<file path="src/rtl/i2a_pkg.sv">
// ----------------------------------------------------------------------------
// i2a_pkg
// Shared types, constants and microcode encodings for the integer to ASCII
// converter.
// ----------------------------------------------------------------------------
package i2a_pkg;

  // Field widths
  localparam int VALUE_W      = 64;
  localparam int KIND_W       = 2;
  localparam int CHAR_W       = 7;
  localparam int DEC_BITS     = 32;
  localparam int BCD_DIGITS   = 10;
  localparam int BCD_W        = 4 * BCD_DIGITS;
  localparam int HEX32_DIGITS = 8;
  localparam int HEX64_DIGITS = 16;
  localparam int CNT_W        = 6;
  localparam int UPC_W        = 4;

  // Format kinds
  localparam logic [KIND_W-1:0] KIND_DEC   = 2'd0;
  localparam logic [KIND_W-1:0] KIND_HEX32 = 2'd1;
  localparam logic [KIND_W-1:0] KIND_HEX64 = 2'd2;
  localparam logic [KIND_W-1:0] KIND_FIXED = 2'd3;

  // ASCII codes
  localparam logic [CHAR_W-1:0] CHR_ZERO  = 7'h30;
  localparam logic [CHAR_W-1:0] CHR_X     = 7'h78;
  localparam logic [CHAR_W-1:0] CHR_MINUS = 7'h2D;
  localparam logic [CHAR_W-1:0] CHR_ALPHA = 7'h37; // 'A' - 10

  typedef logic [UPC_W-1:0] upc_t;

  // Microprogram step addresses
  localparam upc_t ST_WAIT     = 4'd0;
  localparam upc_t ST_DISPATCH = 4'd1;
  localparam upc_t ST_DEC_LOAD = 4'd2;
  localparam upc_t ST_MINUS    = 4'd3;
  localparam upc_t ST_DABBLE   = 4'd4;
  localparam upc_t ST_BCD      = 4'd5;
  localparam upc_t ST_H32      = 4'd6;
  localparam upc_t ST_H64      = 4'd7;
  localparam upc_t ST_PFX0     = 4'd8;
  localparam upc_t ST_PFX1     = 4'd9;
  localparam upc_t ST_SKIP     = 4'd10;
  localparam upc_t ST_EMIT     = 4'd11;
  localparam upc_t ST_END      = 4'd12;

  // Datapath operations
  typedef enum logic [3:0] {
    OP_NOP,
    OP_ACCEPT,
    OP_LOAD_DEC,
    OP_DABBLE,
    OP_LOAD_BCD,
    OP_LOAD_H32,
    OP_LOAD_H64,
    OP_SKIP,
    OP_SHIFT
  } op_t;

  // Character source
  typedef enum logic [2:0] {
    EM_NONE,
    EM_MINUS,
    EM_ZERO,
    EM_X,
    EM_DIGIT
  } emit_t;

  // Branch conditions (taken -> target, else next step)
  typedef enum logic [2:0] {
    J_NEXT,
    J_ALWAYS,
    J_NO_IN,
    J_KIND,
    J_POS,
    J_FIXED,
    J_LEAD,
    J_MORE
  } jmp_t;

  typedef struct packed {
    op_t   op;
    emit_t emit;
    jmp_t  jmp;
    upc_t  target;
  } ctrl_t;

  // Datapath status seen by the sequencer
  typedef struct packed {
    logic              hold;
    logic              cnt_one;
    logic              lead_zero;
    logic              neg;
    logic [KIND_W-1:0] kind;
  } stat_t;

  // Digit to ASCII, uppercase A-F
  function automatic logic [CHAR_W-1:0] hex_char(input logic [3:0] d);
    logic [CHAR_W-1:0] dw;
    dw = {3'b000, d};
    return (d < 4'd10) ? (CHR_ZERO + dw) : (CHR_ALPHA + dw);
  endfunction

endpackage

</file>
<file path="src/rtl/i2a_ucode_rom.sv">
// ----------------------------------------------------------------------------
// i2a_ucode_rom
// Control store: one control word per microprogram step.
// ----------------------------------------------------------------------------
module i2a_ucode_rom import i2a_pkg::*; (
  input  upc_t  addr,
  output ctrl_t cw
);

  // Program listing
  always_comb begin
    unique case (addr)
      ST_WAIT:     cw = '{OP_ACCEPT,   EM_NONE,  J_NO_IN,  ST_WAIT};
      ST_DISPATCH: cw = '{OP_NOP,      EM_NONE,  J_KIND,   ST_WAIT};
      ST_DEC_LOAD: cw = '{OP_LOAD_DEC, EM_NONE,  J_POS,    ST_DABBLE};
      ST_MINUS:    cw = '{OP_NOP,      EM_MINUS, J_NEXT,   ST_WAIT};
      ST_DABBLE:   cw = '{OP_DABBLE,   EM_NONE,  J_MORE,   ST_DABBLE};
      ST_BCD:      cw = '{OP_LOAD_BCD, EM_NONE,  J_ALWAYS, ST_SKIP};
      ST_H32:      cw = '{OP_LOAD_H32, EM_NONE,  J_ALWAYS, ST_SKIP};
      ST_H64:      cw = '{OP_LOAD_H64, EM_NONE,  J_NEXT,   ST_WAIT};
      ST_PFX0:     cw = '{OP_NOP,      EM_ZERO,  J_NEXT,   ST_WAIT};
      ST_PFX1:     cw = '{OP_NOP,      EM_X,     J_FIXED,  ST_EMIT};
      ST_SKIP:     cw = '{OP_SKIP,     EM_NONE,  J_LEAD,   ST_SKIP};
      ST_EMIT:     cw = '{OP_SHIFT,    EM_DIGIT, J_MORE,   ST_EMIT};
      ST_END:      cw = '{OP_NOP,      EM_NONE,  J_ALWAYS, ST_WAIT};
      default:     cw = '{OP_NOP,      EM_NONE,  J_ALWAYS, ST_WAIT};
    endcase
  end

endmodule

</file>
<file path="src/rtl/i2a_seq.sv">
// ----------------------------------------------------------------------------
// i2a_seq
// Step counter with conditional branches and the kind dispatch.
// ----------------------------------------------------------------------------
module i2a_seq import i2a_pkg::*; (
  input  logic  clk,
  input  logic  rst_n,
  input  ctrl_t cw,
  input  stat_t st,
  input  logic  in_valid,
  output upc_t  upc
);

  upc_t upc_r;
  upc_t upc_nxt;
  upc_t upc_inc;
  upc_t kind_tgt;

  assign upc_inc = upc_r + upc_t'(1);
  assign upc     = upc_r;

  // Entry step for each format kind
  always_comb begin
    unique case (st.kind)
      KIND_DEC:   kind_tgt = ST_DEC_LOAD;
      KIND_HEX32: kind_tgt = ST_H32;
      KIND_HEX64: kind_tgt = ST_H64;
      KIND_FIXED: kind_tgt = ST_H64;
      default:    kind_tgt = ST_WAIT;
    endcase
  end

  // Next step
  always_comb begin
    if (st.hold) begin
      upc_nxt = upc_r;
    end else begin
      unique case (cw.jmp)
        J_NEXT:   upc_nxt = upc_inc;
        J_ALWAYS: upc_nxt = cw.target;
        J_NO_IN:  upc_nxt = in_valid ? upc_inc : cw.target;
        J_KIND:   upc_nxt = kind_tgt;
        J_POS:    upc_nxt = st.neg ? upc_inc : cw.target;
        J_FIXED:  upc_nxt = (st.kind == KIND_FIXED) ? cw.target : upc_inc;
        J_LEAD:   upc_nxt = st.lead_zero ? cw.target : upc_inc;
        J_MORE:   upc_nxt = st.cnt_one ? upc_inc : cw.target;
        default:  upc_nxt = ST_WAIT;
      endcase
    end
  end

  always_ff @(posedge clk) begin
    if (!rst_n) begin
      upc_r <= ST_WAIT;
    end else begin
      upc_r <= upc_nxt;
    end
  end

endmodule

</file>
<file path="src/rtl/i2a_datapath.sv">
// ----------------------------------------------------------------------------
// i2a_datapath
// Operand registers, binary to BCD shifter, digit shift register and the
// output register, all driven by the current control word.
// ----------------------------------------------------------------------------
module i2a_datapath import i2a_pkg::*; (
  input  logic                clk,
  input  logic                rst_n,
  input  ctrl_t               cw,
  input  logic                in_valid,
  input  logic [VALUE_W-1:0]  in_value,
  input  logic [KIND_W-1:0]   in_kind,
  input  logic                out_stall,
  output stat_t               st,
  output logic                out_valid,
  output logic [CHAR_W-1:0]   out_character,
  output logic                out_last
);

  logic [VALUE_W-1:0]  val_r,  val_nxt;
  logic [KIND_W-1:0]   kind_r, kind_nxt;
  logic [VALUE_W-1:0]  sh_r,   sh_nxt;
  logic [DEC_BITS-1:0] bin_r,  bin_nxt;
  logic [BCD_W-1:0]    bcd_r,  bcd_nxt;
  logic [CNT_W-1:0]    cnt_r,  cnt_nxt;
  logic                out_valid_r, out_valid_nxt;
  logic [CHAR_W-1:0]   out_char_r,  out_char_nxt;
  logic                out_last_r,  out_last_nxt;

  logic                      hold;
  logic                      cnt_one;
  logic                      lead_zero;
  logic [DEC_BITS-1:0]       mag;
  logic [BCD_W-1:0]          bcd_adj;
  logic [BCD_W+DEC_BITS-1:0] dd_shift;
  logic [CHAR_W-1:0]         ch;

  // Add 3 to every BCD digit of 5 or more before the shift
  function automatic logic [BCD_W-1:0] dabble_adj(input logic [BCD_W-1:0] b);
    logic [BCD_W-1:0] r;
    r = b;
    for (int i = 0; i < BCD_DIGITS; i++) begin
      if (b[4*i +: 4] >= 4'd5) begin
        r[4*i +: 4] = b[4*i +: 4] + 4'd3;
      end
    end
    return r;
  endfunction

  // Status
  assign hold      = (cw.emit != EM_NONE) && out_valid_r && out_stall;
  assign cnt_one   = (cnt_r == CNT_W'(1));
  assign lead_zero = (sh_r[VALUE_W-1 -: 4] == 4'd0) && !cnt_one;
  assign st        = '{hold: hold, cnt_one: cnt_one, lead_zero: lead_zero,
                       neg: val_r[DEC_BITS-1], kind: kind_r};

  // Magnitude of the signed low word; most negative value wraps to 2^31
  assign mag = val_r[DEC_BITS-1] ? (~val_r[DEC_BITS-1:0] + DEC_BITS'(1))
                                 : val_r[DEC_BITS-1:0];

  assign bcd_adj  = dabble_adj(bcd_r);
  assign dd_shift = {bcd_adj, bin_r} << 1;

  // Operand and digit registers
  always_comb begin
    val_nxt  = val_r;
    kind_nxt = kind_r;
    sh_nxt   = sh_r;
    bin_nxt  = bin_r;
    bcd_nxt  = bcd_r;
    cnt_nxt  = cnt_r;
    unique case (cw.op)
      OP_NOP: begin
      end
      OP_ACCEPT: begin
        if (in_valid) begin
          val_nxt  = in_value;
          kind_nxt = in_kind;
        end
      end
      OP_LOAD_DEC: begin
        bin_nxt = mag;
        bcd_nxt = '0;
        cnt_nxt = CNT_W'(DEC_BITS);
      end
      OP_DABBLE: begin
        bcd_nxt = dd_shift[BCD_W+DEC_BITS-1 -: BCD_W];
        bin_nxt = dd_shift[DEC_BITS-1:0];
        cnt_nxt = cnt_r - CNT_W'(1);
      end
      OP_LOAD_BCD: begin
        sh_nxt  = {bcd_r, {(VALUE_W-BCD_W){1'b0}}};
        cnt_nxt = CNT_W'(BCD_DIGITS);
      end
      OP_LOAD_H32: begin
        sh_nxt  = {val_r[DEC_BITS-1:0], {(VALUE_W-DEC_BITS){1'b0}}};
        cnt_nxt = CNT_W'(HEX32_DIGITS);
      end
      OP_LOAD_H64: begin
        sh_nxt  = val_r;
        cnt_nxt = CNT_W'(HEX64_DIGITS);
      end
      OP_SKIP: begin
        if (lead_zero) begin
          sh_nxt  = sh_r << 4;
          cnt_nxt = cnt_r - CNT_W'(1);
        end
      end
      OP_SHIFT: begin
        if (!hold) begin
          sh_nxt  = sh_r << 4;
          cnt_nxt = cnt_r - CNT_W'(1);
        end
      end
      default: begin
      end
    endcase
  end

  // Character select
  always_comb begin
    unique case (cw.emit)
      EM_MINUS: ch = CHR_MINUS;
      EM_ZERO:  ch = CHR_ZERO;
      EM_X:     ch = CHR_X;
      EM_DIGIT: ch = hex_char(sh_r[VALUE_W-1 -: 4]);
      default:  ch = CHR_ZERO;
    endcase
  end

  // Output register
  always_comb begin
    out_valid_nxt = out_valid_r && out_stall;
    out_char_nxt  = out_char_r;
    out_last_nxt  = out_last_r;
    if ((cw.emit != EM_NONE) && !hold) begin
      out_valid_nxt = 1'b1;
      out_char_nxt  = ch;
      out_last_nxt  = (cw.emit == EM_DIGIT) && cnt_one;
    end
  end

  always_ff @(posedge clk) begin
    if (!rst_n) begin
      out_valid_r <= 1'b0;
    end else begin
      out_valid_r <= out_valid_nxt;
    end
  end

  always_ff @(posedge clk) begin
    val_r      <= val_nxt;
    kind_r     <= kind_nxt;
    sh_r       <= sh_nxt;
    bin_r      <= bin_nxt;
    bcd_r      <= bcd_nxt;
    cnt_r      <= cnt_nxt;
    out_char_r <= out_char_nxt;
    out_last_r <= out_last_nxt;
  end

  assign out_valid     = out_valid_r;
  assign out_character = out_char_r;
  assign out_last      = out_last_r;

endmodule

</file>
<file path="src/rtl/integer_to_ascii_radix_converter_unit.sv">
// ----------------------------------------------------------------------------
// integer_to_ascii_radix_converter_unit
// Prints one integer as ASCII characters, most significant first, in signed
// decimal, hex32, 0x-prefixed hex64 or 0x-prefixed fixed 16-digit hex.
//
//   channel  direction  ports                          request
//   in       input      in_value, in_kind              one number + kind
//   out      output     out_character, out_last        one character
//
// The decimal path first runs a binary to BCD loop over the 32-bit low word.
// One request is in flight at a time; in_stall is low only in the wait step.
// A stalled output character freezes the microprogram at the emitting step.
// Reset (rst_n low, synchronous) returns to the wait step and empties the
// output register.
// ----------------------------------------------------------------------------
module integer_to_ascii_radix_converter_unit import i2a_pkg::*; (
  input  logic               clk,
  input  logic               rst_n,
  input  logic               in_valid,
  output logic               in_stall,
  input  logic [VALUE_W-1:0] in_value,
  input  logic [KIND_W-1:0]  in_kind,
  output logic               out_valid,
  input  logic               out_stall,
  output logic [CHAR_W-1:0]  out_character,
  output logic               out_last
);

  upc_t  upc;
  ctrl_t cw;
  stat_t st;

  // Control store
  i2a_ucode_rom u_rom (
    .addr (upc),
    .cw   (cw)
  );

  // Step counter
  i2a_seq u_seq (
    .clk      (clk),
    .rst_n    (rst_n),
    .cw       (cw),
    .st       (st),
    .in_valid (in_valid),
    .upc      (upc)
  );

  // Datapath
  i2a_datapath u_dp (
    .clk           (clk),
    .rst_n         (rst_n),
    .cw            (cw),
    .in_valid      (in_valid),
    .in_value      (in_value),
    .in_kind       (in_kind),
    .out_stall     (out_stall),
    .st            (st),
    .out_valid     (out_valid),
    .out_character (out_character),
    .out_last      (out_last)
  );

  // Open for a request only in the wait step
  assign in_stall = (cw.op != OP_ACCEPT);

endmodule

</file>
<file path="config.mk">
export PLATFORM = sky130hd
export DESIGN_NAME = integer_to_ascii_radix_converter_unit
export DESIGN_NICKNAME = d
export VERILOG_FILES = /design/src/rtl/i2a_pkg.sv /design/src/rtl/i2a_ucode_rom.sv /design/src/rtl/i2a_seq.sv /design/src/rtl/i2a_datapath.sv /design/src/rtl/integer_to_ascii_radix_converter_unit.sv
export SDC_FILE = /design/constraint.sdc
export NUM_CORES = 1
export LEC_CHECK = 0
export BUFFER_PORTS_ARGS = -buffer_cell sky130_fd_sc_hd__clkbuf_2
export CORE_AREA = 2 2 118 166
export DETAILED_ROUTE_END_ITERATION = 10
export DIE_AREA = 0 0 120 168
export PLACE_DENSITY_LB_ADDON = 0.3
export SYNTH_ARGS = -nofsm -noshare
export SYNTH_HDL_FRONTEND = slang
export SYNTH_HIERARCHICAL = 1
export SYNTH_SLANG_ARGS = --single-unit
</file>
<file path="constraint.sdc">
create_clock -name clk -period 9.3 [get_ports clk]
set_clock_uncertainty 0.15 [all_clocks]
set_input_delay 1.395 -clock clk [delete_from_list [all_inputs] [get_ports clk]]
set_output_delay 1.395 -clock clk [all_outputs]
set_load 0.02 [all_outputs]
</file>
; After elaboration in Yosys (flattened, before gate mapping)
; Memories as Yosys holds them, arrays and structs flattened. A register that Yosys moved wholly into a read port is not among the register bits.
; Cells that the tools add are included.
[op_classes]
bitwise_logic = 1
order_cmp = 11
n_mux = 31
add_sub_neg = 15
eq_ne = 25
reduce_logical = 19
div_mod_pow = 0
shifts = 0
multipliers = 0
[ops]
columns = op, count
row1 = $pmux 64 s5, 1
row2 = $mux 64, 2
row3 = $pmux 40 s2, 1
row4 = $mux 4, 16
row5 = $pmux 32 s2, 1
row6 = $pmux 6 s7, 1
row7 = $ge 4x3->1 const B, 10
row8 = $add 4x2->4 const B, 9
row9 = $add 32x1->32 const B, 1
row10 = $mux 32, 1
row11 = $not 32->32, 1
row12 = $pmux 4 s8, 1
row13 = $pmux 7 s3, 1
row14 = $eq 4x3->1 const B, 4
row15 = $eq 3x3->1 const B, 5
row16 = $add 6x4->7 const A, 2
row17 = $mux 6, 2
row18 = $pmux 4 s3, 1
row19 = $eq 3x2->1 const B, 3
row20 = $eq 4x2->1 const B, 2
row21 = $mux 7, 1
row22 = $reduce_bool 7->1, 1
row23 = $eq 3x1->1 const B, 2
row24 = $eq 6x1->1 const B, 1
row25 = other kinds (24), 32
[word_totals]
reg_bits = 221
output_inout_bits = 10
mem_count = 1
latch_bits = 0
mem_bits_ro = 224
input_bits = 70
mem_bits_rw = 0
[memory_table]
columns = name, depth, word_bits, rd, rd_ports_with_merged_regs, wr, line_no
row1 = (no name shown), 16, 14, 1, 1, 0, i2a_ucode_rom.sv:12  ; unique case (addr)

; Logic depth before layout (Yosys ltp)
; Gate-level depths: netlist of the first run.
[depth]
ltp_word = 7
depth_mapped = 13
ltp_nobuf = 11

; Hierarchy
; The synthesis of the first run kept the hierarchy.
[by_module_without_submodules]
columns = mod, instances, seq_area_each_um2, area_each_um2, cells_per_inst
row1 = i2a_datapath, 1, 6506.2, 10221.1, 822
row2 = i2a_seq, 1, 80.1, 534.3, 72
row3 = i2a_ucode_rom, 1, 0.0, 265.3, 35
row4 = integer_to_ascii_radix_converter_unit, 1, 0.0, 10.0, 1

; Worst setup path after synthesis of the first run
; OpenSTA, ideal clock, no wires.
[synth_path]
path_kind = in2reg
from = input port out_stall
to = register u_dp.sh_r[0] (enable)
required_time_ns = 8.576
arrival_ns = 6.253
path_buffers = 0
cell_stages = 5
path_slack_ns = 2.323
cell_sequence = nand2_1 nor2_1 nor3_1 a21oi_1 o21ai_0
[synth_between]
elab_chain_cells = 3
[synth_lines]
columns = item, line_no
row1 = start: declaration, integer_to_ascii_radix_converter_unit.sv:24  ; input logic out_stall,
row2 = $logic_and 1x1->1, i2a_datapath.sv:51  ; assign hold = (cw.emit != EM_NONE) && out_valid_r && out_stall;
row3 = via u_dp.hold, i2a_datapath.sv:30  ; logic hold;
row4 = $ne 2x2->1 (no source line), --
row5 = $reduce_and 3->1 (no source line), --
row6 = end signal: assignment, i2a_datapath.sv:154  ; sh_r <= sh_nxt;
row7 = end: declaration, i2a_datapath.sv:22  ; logic [VALUE_W-1:0] sh_r, sh_nxt;
; The timed path passes the listed nets, and every way through them passes these cells.
; A chain may end at the register's enable or synchronous reset.

==> run_results.csv, run 1 <==
group,metric,value,unit
logic_synthesis,ys_seq_area_share,59.71,%
critical_path,crit_path_end,"in_stall",
pwr,powerDensity,329.7,nW/um^2
pwr,total_leakage_power,4.394,nW
sta,hold_violations,0,
finish,diodes,0,
sta,fin_tns_setup,0,ns
critical_path,worstSetupEndpointType,"primary output",
logic_synthesis,synth_edf_count,216,
clock_network,cts.clk_slew.worst_paths,0.06,ns
sta,worstMarginPinSlew,1.004,ns
floorplan,rows,60,
floorplan,fp.dieW,120,um
placement,hpwl,15690,um
finish,final_common_cell,"edfxtp_1",
finish,nets,1091,
grt,grt-ovfl-total,0,
detailed_routing,antenna_left,0,
sta,maxSlewHeadroom,33.07,%
outcome,status,"finished, final reports clean",
logic_synthesis,synth_cell_types,67,
finish,layout_common_cells,"edfxtp_1 (216), nor2_1 (87), nand2_1 (82)",
sta,fmax,241.8,MHz
floorplan,start_util,58.54,%
critical_path,cp.arrival,2.59,ns
placement,io_buffer_count,79,
sta,setup_slack,5.164,ns
clock_network,post-cts-setup-buffers,0,
detailed_routing,drt_pre_antenna_iters,9,
clock_network,htree_num_levels,1,
finish,syn2layout_area_growth,11.34,%
min_path,min_path_type,"flip-flop to flip-flop",
critical_path,path_class,"flip-flop to primary output",
detailed_routing,drt-total-wl,23910,um
floorplan,die_area,20160,sq um
floorplan,core,18840,sq um
critical_path,required,7.76,ns
logic_synthesis,synth_top_cells_by_area,"edfxtp_1 (59%), a222oi_1 (3.6%), ha_1 (3.4%)",
logic_synthesis,syn_inst,930,
clock_network,ctsHoldBuffers,0,
sta,period_share,44.48,%
logic_synthesis,synth_ff_type,"edfxtp_1",
grt,grt.total_usage,23.59,%
detailed_routing,drc,0,
critical_path,cp-start-kind,"flip-flop",
critical_path,crit_start,"u_seq/upc[0]",
floorplan,pin_count,80,
logic_synthesis,synthArstFlopShare,0,%
clock_network,cts-root-buf,"clkbuf_16",
flow_run,maxCapViolCount,0,
detailed_routing,post_drt_wl_per_cell,19.08,um
critical_path,rrSetupSlack,5.19,ns
clock_network,cts_made_buffers,22,
placement,place_congestion,0.8304,
logic_synthesis,yosys.area.top_type,"edfxtp_1",
pwr,irDropWorstVdd,0.2206,mV
floorplan,die_y,168,um
critical_path,reg2reg_to,"u_dp/sh_r[33]",
grt,grt_pass1_wl,37580,um
clock_network,cts_sinks,221,
placement,dpl_cell_area,11580,sq um
grt,grt_pass1_vias,7246,
sta,rsz0062_at_grt,"no",
placement,dp_worst_setup_slack,5.220,ns
detailed_routing,vias,7555,
detailed_routing,drtIter0Drc,833,
critical_path,reg2reg_depth,9,
sta,setup_viol,0,
clock_network,cts_tree,"built",
clock_network,cts-resized-gates,0,
clock_network,worstSkewPairLatency,0.50,ns
logic_synthesis,yosysTopAreaCellShare,58.80,%
grt,antenna_found_initial,0,
logic_synthesis,ys_warn_count,6,
detailed_routing,viasPerCell,6.030,
finish,final_cell_area,12280,sq um
grt,grt_max_degree,73,
sta,final_max_slew_viol_count,0,
critical_path,r2r_start,"u_seq/upc[0]",
logic_synthesis,synth.avg_cell_area,11.86,sq um
clock_network,cts.path.max_buffers,3,
logic_synthesis,synth_nets,1030,
logic_synthesis,ys_ff_latch,221,
critical_path,crit_fanout,12,
logic_synthesis,syn_area,11030,sq um
finish,layout-drive-gt1-share,15.62,%
sta,period_needed,4.136,ns
## synthesized netlist by cell type, drive strengths merged (6+ instances only)
cell and count:
nor3 21, a21oi 69, nand2 82, clkbuf 28, buf 27, edfxtp 216, xnor2 14, nand3b 6
nor2b 6, o31ai 14, a22o 21, o21ai 59, o41ai 6, a222oi 40, nand3 15, nor2 87
and2 7, nand2b 20, xor2 42, ha 30, inv 51
## kinds of logic (layout without fill, tap and decap cells)
logic type	count (synthesis)	in the layout	synth area share (%)
DFF	221	221	59.71
buffers and inverters	106	181	4.435
muxes	5	5	0.4537
adders and majority gates	30	30	3.403
and+or+nand+nor	272	272	12.16
xor gates and xnor gates	56	56	4.446
AOI/OAI and AO/OA	240	240	15.39
## per-stage QoR
stage                     hold WS (ns)  std cells  utilization, %  power [mW]
after floorplan                 0.3446        930               -       2.837
after global placement          0.3521       1215           61.48       3.142
after detailed placement        0.3617       1215           61.48       3.194
after CTS                       0.3723       1253           65.18       4.072
after global routing            0.3922       1253           65.18       4.292
final                           0.3688       1253           65.18       4.049
## layer usage
layer	GRT usage [%]	vias to the layer above	wire length (um)
met5	0	-	0
met4	7.212	0	525
met3	3.015	35	1481
met2	40.74	263	12180
met1	31.14	3661	9723
li1	-	3596	-
## report_power, final
part | switching, mW | internal, mW | leakage [nW]
registers | 0.282 | 1.60 | 2.07
clock network | 0.359 | 0.501 | 0.343
logic | 0.837 | 0.465 | 1.98
## critical path, stage by stage (launching register included)
cell      delay, ns
dfxtp_1        0.41
inv_1          0.15
ha_1           0.32
a22o_1         0.53
or4b_1         0.50
clkbuf_2       0.18
## area by class of cell
cell class,instances,area [sq um]
fill,1470,6561
clock buffer,30,631.9
clock inverter,8,65.06
multi-input combinational,603,4004
tap,248,310.3
timing repair buffer,92,493.0
sequential,221,6586
inverter,51,191.4
## how the worst min path moves through the flow
stage | startpoint | to | cells after the start
2_1_floorplan | u_dp/bin_r[30] | u_dp/bin_r[31] | 2
3_3_place_gp | u_dp/bin_r[7] | u_dp/bin_r[8] | 2
3_5_place_dp | u_dp/out_valid | u_dp/out_valid | 2
4_1_cts | u_dp/out_valid | u_dp/out_valid | 2
5_1_grt | u_dp/bin_r[3] | u_dp/bin_r[4] | 2
6_report | u_dp/bin_r[3] | u_dp/bin_r[4] | 2
## state kept, by name, indices dropped and copies added, names as in the netlist
| register | flops |
|---|---|
| u_dp/out_last | 1 |
| u_dp/bcd_r | 40 |
| u_dp/val_r | 64 |
| u_seq/upc | 4 |
| u_dp/bin_r | 32 |
| u_dp/kind_r | 2 |
| u_dp/out_character | 7 |
| u_dp/out_valid | 1 |
| u_dp/sh_r | 64 |
| u_dp/cnt_r | 6 |
Power figures use the tool's default switching activity.
==> run 2, diff against run 1 <==
--- a/config.mk
+++ b/config.mk
@@ -6,9 +6,9 @@
 export NUM_CORES = 1
 export LEC_CHECK = 0
 export BUFFER_PORTS_ARGS = -buffer_cell sky130_fd_sc_hd__clkbuf_2
-export CORE_AREA = 2 2 118 166
+export CORE_AREA = 2 2 123 173
 export DETAILED_ROUTE_END_ITERATION = 10
-export DIE_AREA = 0 0 120 168
+export DIE_AREA = 0 0 125 175
 export PLACE_DENSITY_LB_ADDON = 0.3
 export SYNTH_ARGS = -nofsm -noshare
 export SYNTH_HDL_FRONTEND = slang
==> constraint.sdc (replaced) <==
create_clock -name clk -period 3.8 [get_ports clk]
set_clock_uncertainty 0.15 [all_clocks]
set_input_delay 0.57 -clock clk [delete_from_list [all_inputs] [get_ports clk]]
set_output_delay 0.57 -clock clk [all_outputs]
set_load 0.02 [all_outputs]
==> run_results.csv, run 2 (synthesis gave the netlist of run 1 again) <==
group,metric,value,unit
clock_network,cts.clk_slew.worst_paths,0.07,ns
critical_path,reg2reg_depth,8,
outcome,status,"finished, final reports clean",
finish,instances_no_fill,1265,
clock_network,worstSkewPairLatency,0.51,ns
clock_network,cts_sinks,221,
placement,place_inst,1225,
critical_path,path_class,"flip-flop to flip-flop",
grt,grt-ovfl-total,0,
clock_network,cts_made_buffers,23,
sta,period_share,91.49,%
min_path,min_path_type,"input pin to flip-flop",
detailed_routing,drc,0,
critical_path,crit_fanout,46,
grt,antenna_found_initial,0,
sta,fin_tns_setup,0,ns
detailed_routing,drt_pre_antenna_iters,9,
critical_path,rrSetupSlack,0.32,ns
floorplan,pin_count,80,
critical_path,crit_start,"u_seq/upc[0]",
critical_path,crit_path_end,"u_dp/sh_r[36]",
finish,reg_top3,"u_dp/sh_r (64), u_dp/val_r (64), u_dp/bcd_r (40)",
detailed_routing,drtIter0Drc,856,
finish,seq_area,6586,sq um
finish,final_common_cell,"edfxtp_1",
detailed_routing,post_drt_wl_per_cell,19.70,um
finish,syn2layout_area_growth,12.22,%
finish,multiInputGateArea,4009,sq um
detailed_routing,drt-total-wl,24920,um
clock_network,cts.path.max_buffers,3,
clock_network,cts-root-buf,"clkbuf_16",
floorplan,rows,62,
grt,grt_max_degree,73,
pwr,irDropWorstVdd,0.5353,mV
flow_run,maxCapViolCount,0,
grt,met1_usage,29.05,%
pwr,total_leakage_power,4.424,nW
pwr,powerDensity,814.4,nW/um^2
placement,place_congestion,0.8471,
floorplan,start_util,54.27,%
grt,grt.total_usage,22.54,%
placement,hpwl,16850,um
floorplan,die_y,175,um
sta,rsz0062_at_grt,"no",
sta,period_needed,3.477,ns
floorplan,fp.dieW,125,um
critical_path,r2r_start,"u_seq/upc[0]",
sta,whs,0.07909,ns
clock_network,cts_tree,"built",
finish,nets,1094,
clock_network,post-cts-setup-buffers,0,
critical_path,required,4.00,ns
critical_path,cp-start-kind,"flip-flop",
finish,layout-drive-gt1-share,15.56,%
placement,dpl_cell_area,11650,sq um
grt,grt_pass1_vias,7437,
floorplan,core,20320,sq um
placement,io_buffer_count,79,
critical_path,worstSetupEndpointType,"flip-flop",
finish,layout_common_cells,"edfxtp_1 (216), nor2_1 (87), nand2_1 (82)",
sta,setup_viol,0,
grt,grt_util_met3,3.246,%
critical_path,reg2reg_to,"u_dp/sh_r[36]",
sta,maxSlewHeadroom,33.04,%
grt,grt_pass1_wl,39370,um
finish,diodes,0,
grt,grt.busiest_layer,"met2",
clock_network,htree_num_levels,1,
finish,final_cell_area,12380,sq um
detailed_routing,vias,7594,
detailed_routing,antenna_left,0,
sta,fmax,287.6,MHz
grt,grt_use_met2,38.36,%
floorplan,die_area,21880,sq um
finish,fillers,1627,
sta,hold_violations,0,
detailed_routing,viasPerCell,6.003,
critical_path,cp.arrival,3.68,ns
sta,final_max_slew_viol_count,0,
sta,worstMarginPinSlew,0.9978,ns
==> run 2: cell count changes in the layout (fill, tap and decap cells not counted) <==
cell | previous run | this run
buf_12 | 0 | 3
clkbuf_1 | 4 | 7
clkbuf_8 | 3 | 0
bufinv_16 | 1 | 3
clkinv_1 | 2 | 4
clkinv_2 | 4 | 2
buf_4 | 13 | 12
clkinv_4 | 0 | 1
clkinvlp_4 | 1 | 0
nor3_1 | 19 | 18
nor3_2 | 0 | 1
==> run 2: repair_timing <==
action	in CTS	in global routing
resized for setup	0	1
setup endpoints to repair	0	11
hold buffers	0	0
==> run 2: worst min path at each step <==
stage	depth (start not counted)	start	end	slack, ns
floorplan	2	u_dp/bin_r[30]	u_dp/bin_r[31]	0.34
global placement	2	u_dp/bin_r[7]	u_dp/bin_r[8]	0.35
detailed placement	2	u_dp/bin_r[7]	u_dp/bin_r[8]	0.36
CTS	1	in_value[17]	u_dp/val_r[17]	0.06
global route	1	in_value[17]	u_dp/val_r[17]	0.06
finish	1	in_value[17]	u_dp/val_r[17]	0.08
==> run 2: layout make-up <==
cell class | count | share of cell area, %
sequential | 221 | 53.21
multi-input combinational | 603 | 32.39
clock buffer | 30 | 4.862
timing repair buffer | 94 | 4.407
tap | 256 | 2.588
inverter | 51 | 1.547
clock inverter | 10 | 1.001
==> run 2: per-layer routing <==
metal  wire, um  share of wire, %
met4        914               3.7
met3       1619               6.5
met2      12360                50
met5          0                 0
met1      10020                40
==> run 2: through the flow <==
stage / util, % / total power [mW] / setup WS [ns]
2_1_floorplan: - / 6.924 / 0.007959
3_3_place_gp: 57.31 / 7.785 / 0.3935
3_5_place_dp: 57.31 / 7.889 / 0.2448
4_1_cts: 60.88 / 10.13 / 0.2154
5_1_grt: 60.90 / 10.70 / 0.04059
6_report: 60.90 / 10.08 / 0.3232
==> run 2: power breakdown <==
part	internal [mW]	total, mW	leakage [nW]	switching, mW
clock	1.31	2.22	0.352	0.903
combinational	1.19	3.22	2.00	2.03
sequential	3.91	4.65	2.07	0.733
total	6.42	10.1	4.42	3.66
==> run 2: worst max-delay path, stage by stage (launching register included) <==
cell and delay (ns):
dfxtp_1 0.50, inv_1 0.13, ha_1 0.31, a22o_1 0.45, nor4b_1 0.53, o21bai_4 0.35
buf_4 0.51, a222oi_1 0.18, a21oi_1 0.18
